### config.mk
export PLATFORM = sky130hd
export DESIGN_NAME = olist_scan
export DESIGN_NICKNAME = d
export VERILOG_FILES = /design/src/hw/rtl/olist_pkg.sv /design/src/hw/rtl/olist_scan.sv
export SDC_FILE = /design/constraint.sdc
export NUM_CORES = 1
export LEC_CHECK = 0
export ABC_CLOCK_PERIOD_IN_PS = 2000
export BUFFER_PORTS_ARGS = -buffer_cell sky130_fd_sc_hd__buf_4
export CAP_MARGIN = 20
export CORE_AREA = 2 2 39 41
export DETAILED_ROUTE_END_ITERATION = 8
export DIE_AREA = 0 0 41 43
export SYNTH_ARGS = -nofsm -noshare
export SYNTH_HDL_FRONTEND = slang
export SYNTH_SLANG_ARGS = --single-unit
### constraint.sdc
create_clock -name vclk -period 2
set_input_delay 0.3 -clock vclk [all_inputs]
set_output_delay 0.3 -clock vclk [all_outputs]
set_load 0.01 [all_outputs]
### src/hw/rtl/olist_pkg.sv
// ----------------------------------------------------------------------------
// olist_pkg
// Shared types and constants of the ordered list engine: operation codes,
// cell actions, scanner result and the fixed field widths of the ports.
// ----------------------------------------------------------------------------
package olist_pkg;

   // default configuration
   localparam int DEF_CAPACITY     = 64;
   localparam int DEF_KEY_BITS     = 32;
   localparam int DEF_PAYLOAD_BITS = 32;

   // fixed port field widths
   localparam int OPCODE_BITS = 3;
   localparam int POS_BITS    = 7;
   localparam int FIELD_BITS  = 32;
   localparam int INDEX_BITS  = 7;
   localparam int COUNT_BITS  = 7;

   // scanner looks at one group of cells per cycle
   localparam int GROUP_BITS = 3;
   localparam int GROUP      = 1 << GROUP_BITS;

   localparam logic [INDEX_BITS-1:0] NOT_FOUND = {INDEX_BITS{1'b1}};

   typedef enum logic [OPCODE_BITS-1:0] {
      OP_INSERT   = 3'd0,
      OP_APPEND   = 3'd1,
      OP_DELETE   = 3'd2,
      OP_REMOVE   = 3'd3,
      OP_FIND     = 3'd4,
      OP_CONTAINS = 3'd5,
      OP_READ     = 3'd6,
      OP_WRITE    = 3'd7
   } opcode_type;

   typedef enum logic [2:0] {
      ACT_NONE      = 3'd0,
      ACT_INSERT    = 3'd1,
      ACT_DELETE    = 3'd2,
      ACT_WRITE     = 3'd3,
      ACT_MATCH_KEY = 3'd4,
      ACT_MATCH_REC = 3'd5,
      ACT_MATCH_POS = 3'd6
   } cell_act_type;

   typedef struct packed {
      logic                  hit;
      logic [GROUP_BITS-1:0] slot;
   } scan_res_type;

endpackage

### src/hw/rtl/olist_scan.sv
// ----------------------------------------------------------------------------
// olist_scan
// Priority encoder over one group of cell match flags: lowest slot wins.
// ----------------------------------------------------------------------------
module olist_scan (
   input  logic [olist_pkg::GROUP-1:0] hits,
   output olist_pkg::scan_res_type     res
);

   always_comb begin
      res.hit  = |hits;
      res.slot = '0;
      for (int j = olist_pkg::GROUP - 1; j >= 0; j--) begin
         if (hits[j]) begin
            res.slot = olist_pkg::GROUP_BITS'(j);
         end
      end
   end

endmodule

==> run_results.csv <==
group,metric,value,unit
status,outcome,"finished clean",
setup_path,crit_type,"input pin to primary output",
global_route,grt_usage,3.197,%
global_route,gr-total-overflow,0,
timing,finalCritPeriodShare,68.87,%
timing,finalCriticalPeriod,1.377,ns
global_route,grt_pass1_wl,427,um
floorplanning,start_util,5.877,%
timing,rsz0062_at_grt,"false",
yosys,synth_cell_types,11,
timing,hold_ws,0.8913,ns
yosys,syn_avg_cell_area,6.256,um2
setup_path,cp-end-kind,"primary output",
timing,maxSlewViolCount,0,
route,first_pass_iters,2,
global_route,busiest_layer,"met2",
setup_path,arrival,1.08,ns
setup_path,startpoint,"hits[4]",
timing,setup_viol,0,
run,maxCapViolCount,0,
route,drc,0,
floorplanning,core_area,1384,um2
power_and_ir_drop,power.density,166.0,nW/um2
global_route,use_met3,1.571,%
timing,relSlewSlack,81.76,%
finish,seq_cells,0,
timing,finalSetupTns,0,ns
route,antenna_left,0,
finish,fin_nets,35,
global_route,antenna_found_initial,0,
worst_hold_path,min_path_type,"input pin to primary output",
route,vias_per_cell,3.707,
global_route,grt_pass1_vias,128,
yosys,synth_fp_nets,21,
setup_path,worstPathRequired,1.70,ns
global_route,grt_max_degree,4,
route,route.vias.total,152,
power_and_ir_drop,p_leak,0.08864,nW
setup_path,crit_path_max_fanout,3,
route,routed_wl,328,um
floorplanning,rows,14,
power_and_ir_drop,ir_drop,0.00002053,V
placed_design,gp_congestion,0.4235,
global_route,gr-usage-met2,6.250,%
finish,antenna_cells,0,
setup_path,crit_path_end,"res[2]",
timing,hold_viol_final,0,
yosys,synth_seq_area_share,0,%
yosys,syn_area,81.33,um2
global_route,use_met1,2.848,%
finish,clkbuf_count,0,
floorplanning,die_area,1763,um2
finish,regArea,0,um2
route,wl_per_cell,8.000,um
timing,tightest_slew,0.2701,ns
placed_design,portBuffers,12,
yosys,synthCells,13,
yosys,yosys_warnings,0,
clocking,post-cts-setup-buffers,0,
finish,syn_to_final_growth,135.4,%
finish,drive_gt1_share,52.00,%
route,drtIter0Drc,4,
clocking,cts_resized,0,
floorplanning,die_w,41,um
timing,clock.fmax,0.7260,GHz
floorplanning,io_pins,12,
clocking,hold_buffers,0,
floorplanning,die_y,43,um
setup_path,startpoint_type,"input pin",
[worst min-delay path by stage]
stage | startpoint | endpoint | slack [ns] | depth (start not counted)
after floorplan | hits[0] | res[0] | 0.69 | 1
after global placement | hits[0] | res[0] | 0.89 | 3
after detailed placement | hits[0] | res[0] | 0.89 | 3
after CTS | hits[0] | res[0] | 0.89 | 3
after global routing | hits[0] | res[0] | 0.92 | 3
final | hits[0] | res[0] | 0.89 | 3
[logic make-up after synthesis]
logic type	Yosys count	synth area share (%)
AO/OA/AOI/OAI	5	41.54
buffers and inverters	1	4.611
AND/OR/NAND/NOR	7	53.84
[cell type report]
cell class / count / area (um2)
Fill cell: 161 / 1192
Timing Repair Buffer: 12 / 90.09
Multi-Input combinational cell: 12 / 77.57
Tap cell: 16 / 20.02
Inverter: 1 / 3.754
[synth_stat cells, drive strengths merged]
library cell  n  area (um2)
nor2          3       11.26
o21bai        1       7.510
o21ai         1       5.000
nor2b         1       6.260
and3b         1       8.760
o41ai         1       8.760
nor4          1       12.51
a21boi        1       7.510
a21oi         1       5.000
inv           1       3.750
nand3         1       5.000
[where the power goes]
group | switching (W) | internal (W) | leakage [nW] | total, W
clock | 0 | 0 | 0 | 0
combinational | 0.0000131 | 0.0000187 | 0.0886 | 0.0000318
sequential | 0 | 0 | 0 | 0
[metal layers]
metal	wire length, um	vias to the layer above
met5	0	-
met4	0	0
met3	96	0
met2	120	12
met1	111	67
li1	-	73
[metrics by stage]
stage | setup WS [ns] | cells | instance area (um2) | power [W] | utilization (%)
finish | 0.6227 | 41 | 191.4 | 0.00003178 | 13.83
global route | 0.5548 | 41 | 191.4 | 0.00003508 | 13.83
CTS | 0.5971 | 41 | 191.4 | 0.00003203 | 13.83
detailed placement | 0.6019 | 41 | 191.4 | 0.00003193 | 13.83
global placement | 0.6210 | 41 | 191.4 | 0.00003190 | 13.83
floorplan | 0.8623 | 13 | 81.33 | 0.000009838 | -
[critical path: stages]
cell	delay, ns
buf_4	0.12
nor4_2	0.31
and3b_1	0.21
buf_4	0.14
[layout by cell type, fill, tap and decap left out]
cell type	netlist	routed
and3b_1	1	1
nor2_1	3	3
nand3_1	1	1
a21boi_0	1	1
o41ai_1	1	1
a21oi_1	1	1
inv_1	1	1
o21bai_1	1	1
buf_4	0	12
o21ai_0	1	1
nor4_2	1	1
nor2b_1	1	1
No activity file was read; power rests on OpenSTA's default activity.
