===== config.mk =====
export PLATFORM = sky130hd
export DESIGN_NAME = olist_cell
export DESIGN_NICKNAME = d
export VERILOG_FILES = /design/src/hw/rtl/olist_pkg.sv /design/src/hw/rtl/olist_cell.sv
export SDC_FILE = /design/constraint.sdc
export NUM_CORES = 1
export LEC_CHECK = 0
export ABC_AREA = 1
export BUFFER_PORTS_ARGS = -buffer_cell sky130_fd_sc_hd__buf_2
export CAP_MARGIN = 25
export CORE_MARGIN = 4
export CORE_UTILIZATION = 41
export CTS_CLUSTER_SIZE = 10
export DETAILED_ROUTE_END_ITERATION = 12
export PLACE_DENSITY = 0.81
export SYNTH_ARGS = -nofsm -noshare
export SYNTH_HDL_FRONTEND = slang
export SYNTH_SLANG_ARGS = --single-unit

===== constraint.sdc =====
create_clock -name clock -period 1.7 [get_ports clock]
set_clock_uncertainty 0.1 [all_clocks]
set_input_delay 0.085 -clock clock [delete_from_list [all_inputs] [get_ports clock]]
set_output_delay 0.085 -clock clock [all_outputs]
set_load 0.02 [all_outputs]

===== src/hw/rtl/olist_pkg.sv =====
// ----------------------------------------------------------------------------
// olist_pkg
// Shared types and constants of the ordered list engine: operation codes,
// cell actions, scanner result and the fixed field widths of the ports.
// ----------------------------------------------------------------------------
package olist_pkg;

   // default configuration
   localparam int DEF_CAPACITY     = 64;
   localparam int DEF_KEY_BITS     = 32;
   localparam int DEF_PAYLOAD_BITS = 32;

   // fixed port field widths
   localparam int OPCODE_BITS = 3;
   localparam int POS_BITS    = 7;
   localparam int FIELD_BITS  = 32;
   localparam int INDEX_BITS  = 7;
   localparam int COUNT_BITS  = 7;

   // scanner looks at one group of cells per cycle
   localparam int GROUP_BITS = 3;
   localparam int GROUP      = 1 << GROUP_BITS;

   localparam logic [INDEX_BITS-1:0] NOT_FOUND = {INDEX_BITS{1'b1}};

   typedef enum logic [OPCODE_BITS-1:0] {
      OP_INSERT   = 3'd0,
      OP_APPEND   = 3'd1,
      OP_DELETE   = 3'd2,
      OP_REMOVE   = 3'd3,
      OP_FIND     = 3'd4,
      OP_CONTAINS = 3'd5,
      OP_READ     = 3'd6,
      OP_WRITE    = 3'd7
   } opcode_type;

   typedef enum logic [2:0] {
      ACT_NONE      = 3'd0,
      ACT_INSERT    = 3'd1,
      ACT_DELETE    = 3'd2,
      ACT_WRITE     = 3'd3,
      ACT_MATCH_KEY = 3'd4,
      ACT_MATCH_REC = 3'd5,
      ACT_MATCH_POS = 3'd6
   } cell_act_type;

   typedef struct packed {
      logic                  hit;
      logic [GROUP_BITS-1:0] slot;
   } scan_res_type;

endpackage


===== src/hw/rtl/olist_cell.sv =====
// ----------------------------------------------------------------------------
// olist_cell
// One slot of the list: holds a record, shifts with its neighbours on insert
// and delete, and flags a match for the scanner.
// ----------------------------------------------------------------------------
module olist_cell #(
   parameter int INDEX        = 0,
   parameter int IDX_W        = 7,
   parameter int KEY_BITS     = olist_pkg::DEF_KEY_BITS,
   parameter int PAYLOAD_BITS = olist_pkg::DEF_PAYLOAD_BITS
) (
   input  logic                     clock,
   input  logic                     reset,
   input  olist_pkg::cell_act_type  act,
   input  logic [IDX_W-1:0]         pos,
   input  logic [IDX_W-1:0]         last,
   input  logic [IDX_W-1:0]         count,
   input  logic [KEY_BITS-1:0]      new_key,
   input  logic [PAYLOAD_BITS-1:0]  new_payload,
   input  logic [KEY_BITS-1:0]      below_key,
   input  logic [PAYLOAD_BITS-1:0]  below_payload,
   input  logic [KEY_BITS-1:0]      above_key,
   input  logic [PAYLOAD_BITS-1:0]  above_payload,
   output logic [KEY_BITS-1:0]      key,
   output logic [PAYLOAD_BITS-1:0]  payload,
   output logic                     hit
);

   localparam logic [IDX_W-1:0] ME = IDX_W'(INDEX);

   logic [KEY_BITS-1:0]     key_ff, key_in;
   logic [PAYLOAD_BITS-1:0] pay_ff, pay_in;
   logic                    hit_ff, hit_in;

   always_comb begin
      key_in = key_ff;
      pay_in = pay_ff;
      hit_in = hit_ff;
      case (act)
         olist_pkg::ACT_INSERT: begin
            if (ME == pos) begin
               key_in = new_key;
               pay_in = new_payload;
            end else if (ME > pos && ME <= count) begin
               key_in = below_key;
               pay_in = below_payload;
            end
         end
         olist_pkg::ACT_DELETE: begin
            if (ME == last) begin
               key_in = '0;
               pay_in = '0;
            end else if (ME >= pos && ME < last) begin
               key_in = above_key;
               pay_in = above_payload;
            end
         end
         olist_pkg::ACT_WRITE: begin
            if (ME == pos) begin
               key_in = new_key;
               pay_in = new_payload;
            end
         end
         olist_pkg::ACT_MATCH_KEY: hit_in = (ME < count) && (key_ff == new_key);
         olist_pkg::ACT_MATCH_REC:
            hit_in = (ME < count) && (key_ff == new_key) && (pay_ff == new_payload);
         olist_pkg::ACT_MATCH_POS: hit_in = (ME == pos);
         default: ;
      endcase
   end

   always_ff @(posedge clock) begin
      if (reset) begin
         key_ff <= '0;
         pay_ff <= '0;
         hit_ff <= 1'b0;
      end else begin
         key_ff <= key_in;
         pay_ff <= pay_in;
         hit_ff <= hit_in;
      end
   end

   assign key     = key_ff;
   assign payload = pay_ff;
   assign hit     = hit_ff;

endmodule


==> key figures <==
Power and ir drop
  – PwrDens: 734 nW/um2
  – VDD IR max: 0.000471 V
  – Overall power: 5.48 mW
  – P_leak: 3.81 nW

Yosys
  – Post-synth ARST share: 0
  – Primary FF master, synth: dfxtp_1
  – Synthesized area: 5560 um2
  – Synthesized Nets: 1181
  – Number of synthesized flops with an enable pin: 0
  – Gate Count Post-Synth: 963
  – Mean Syn Cell Area: 5.77 um2
  – Yosys warns: 0
  – Netlist cell types: 23
  – Seq cells post-synth: 65
  – Sequential cell area fraction in the yosys report: 0.234

Drt
  – WL/cell: 14.7 um
  – Residual DRC: 0
  – Vias: 7043
  – Detailed Route Iter0 Violations: 498
  – DR vias/cell: 5.06
  – Router iterations before antenna repair: 5
  – Overall routed net length: 20400 um
  – Remaining antenna violation count: 0

Setup path
  – Crit end category: flop
  – Critical-path cell list: nand2_1 > o21ai_0 > nor2_1 > nand2_1 > nor2_1 > nand3_1 > nor2_1 > nand2_1 > a21oi_1
  – Largest stage delay on the critical path: 0.32 ns
  – Crit Path Class: flop to flop
  – Startpoint types: flop
  – Critical Path AT: 1.75 ns
  – R2R Path End: hit
  – CP Data Required Time: 1.84 ns
  – Internal reg-to-reg setup slack: 0.09 ns
  – CP max stage cell: dfxtp_1
  – R2R cell count: 9
  – Reg-to-reg critical path startpoint: key[12]
  – Worst path buffer plus inverter count: 0
  – Crit path launch: key[12]
  – Max Fanout on Critical Path: 3
  – Top delay family on crit path: simple AND/OR/NAND/NOR gates

Timing
  – Final hold violation count: 0
  – Slew @ Worst Pin: 0.535 ns
  – Fmax: 622 MHz
  – Crit path time final: 1.61 ns
  – RSZ-0062 raised after global routing: false
  – Setup tns final: 0 ns
  – Fin worst setup slack: 0.0928 ns
  – Fin. max-slew vios: 0
  – Fin crit share: 0.945
  – Final setup violation count: 0
  – Rel. slew slack: 0.643

Floorplan
  – I/O pin total: 283
  – Initial core utilization: 0.420
  – Die height: 124 um
  – Num rows: 42
  – Core area: 13200 um2
  – DIE WIDTH: 124 um
  – Die Area: 15500 um2

Min path
  – Worst Hold End: payload[22]
  – Hold Crit Class: primary input to flop
  – Min-Delay Path Depth: 5
  – Worst hold start: above_payload[22]

Clock network
  – Post-CTS Setup Bufs: 0
  – Clk sinks: 65
  – CTS tree: built
  – Worst-Skew Late Latency: 0.32 ns
  – Post-cts repair resize count: 0
  – Largest buffer count on any clock path: 2
  – H-tree depth: 3
  – CTS buffer count: 9
  – Hold buffer count at cts: 0
  – CTS Root Cell: clkbuf_16
  – Register clock-pin slew on the reported worst setup and hold paths: 0.06 ns

Final layout
  – Most frequent cells in the layout: buf_2 (282), nand2_1 (270), nor2_1 (154)
  – Area grow syn2layout: 34.3%
  – # nets final: 1429
  – Multi-input logic area: 3440 um2
  – FF/Latch Area: 1300 um2
  – Core Util, Final: 0.564
  – Layout cells sized above 1: 0.265
  – Fillers: 1393
  – Commonest non-fill, non-tap cell in the layout: buf_2

Global routing
  – Initial antenna violation count: 2
  – Overflow after GRT: 0
  – First-pass GRT wire length: 32700 um
  – Vias in the first global route: 6786
  – Largest net degree at the start of global routing: 75
  – GRT Util Overall: 0.253

Placement
  – Gpl congestion: 0.986
  – Port bufs: 282
  – DP Worst Slack: 0.108 ns
  – DPL Wire Length: 15300 um

Run status
  – Outcome: finished clean

Job
  – Max cap viols: 0
## synthesized netlist by cell type, types with 2 or more instances
library cell	number	area share
buf_1	2	0.0014
o211ai_1	128	0.17
buf_2	27	0.024
nand4_1	8	0.0090
o21ai_0	10	0.0090
buf_6	5	0.010
nor2_1	155	0.10
nand3_1	72	0.065
o22ai_1	3	0.0034
xnor2_1	24	0.038
dfxtp_1	65	0.23
nor3_1	5	0.0045
a21oi_1	5	0.0045
xor2_1	9	0.014
inv_2	2	0.0014
buf_4	3	0.0041
nand2_1	272	0.18
clkbuf_1	25	0.017
inv_1	139	0.094
## how the worst max path moves through the flow
stage | end | slack [ns] | cells after the start
floorplan | hit | 0.38 | 10
global placement | payload[1] | 0.15 | 10
detailed placement | key[26] | 0.11 | 11
CTS | hit | 0.11 | 9
global route | hit | 0.04 | 10
finish | hit | 0.09 | 9
## routing by layer
metal  track usage  share of wire  up-vias
met3        0.0579          0.078       52
met4         0.110          0.036        2
met2         0.448           0.49      303
li1              -              -     3583
met1         0.289           0.39     3103
met5             0        0.00059        -
## sequential cells by signal, summed over array words and instances (netlist names)
name	flops
key	32
payload	32
hit	1
## area by class of cell
type,instances,area share
timing repair buffer,299,0.220
antenna,1,0.000335
tap,176,0.0295
multi-input combinational,695,0.461
sequential,65,0.174
clock inverter,2,0.00805
inverter,141,0.0709
clock buffer,13,0.0362
## power breakdown
group	total [mW]	leakage [nW]	switching, mW	internal [mW]
sequential	1.78	0.537	0.117	1.66
clock	2.06	0.162	0.668	1.40
combinational	1.63	3.11	0.947	0.686
total	5.48	3.81	1.73	3.75
## stage by stage
stage	cell area [um2]	instances	hold slack, ns
floorplan	5560	963	0.178
global placement	7130	1376	0.344
detailed placement	7130	1376	0.349
CTS	7460	1391	0.00956
global route	7460	1392	0.0356
finish	7460	1392	0.0181
## worst reg2reg max path, stage by stage (launching register included)
cell and delay [ns]:
dfxtp_1 0.32, nand2_1 0.14, o21ai_0 0.11, nor2_1 0.11, nand2_1 0.08, nor2_1 0.16
nand3_1 0.15, nor2_1 0.15, nand2_1 0.07, a21oi_1 0.13
## logic make-up after synthesis
family / share of synthesized area
AND/OR/NAND/NOR: 0.372
AO/OA/AOI/OAI: 0.190
XOR/XNOR: 0.0520
flip-flops: 0.234
buffers and inverters: 0.152
Note: power is estimated with default switching activity, not from simulation.
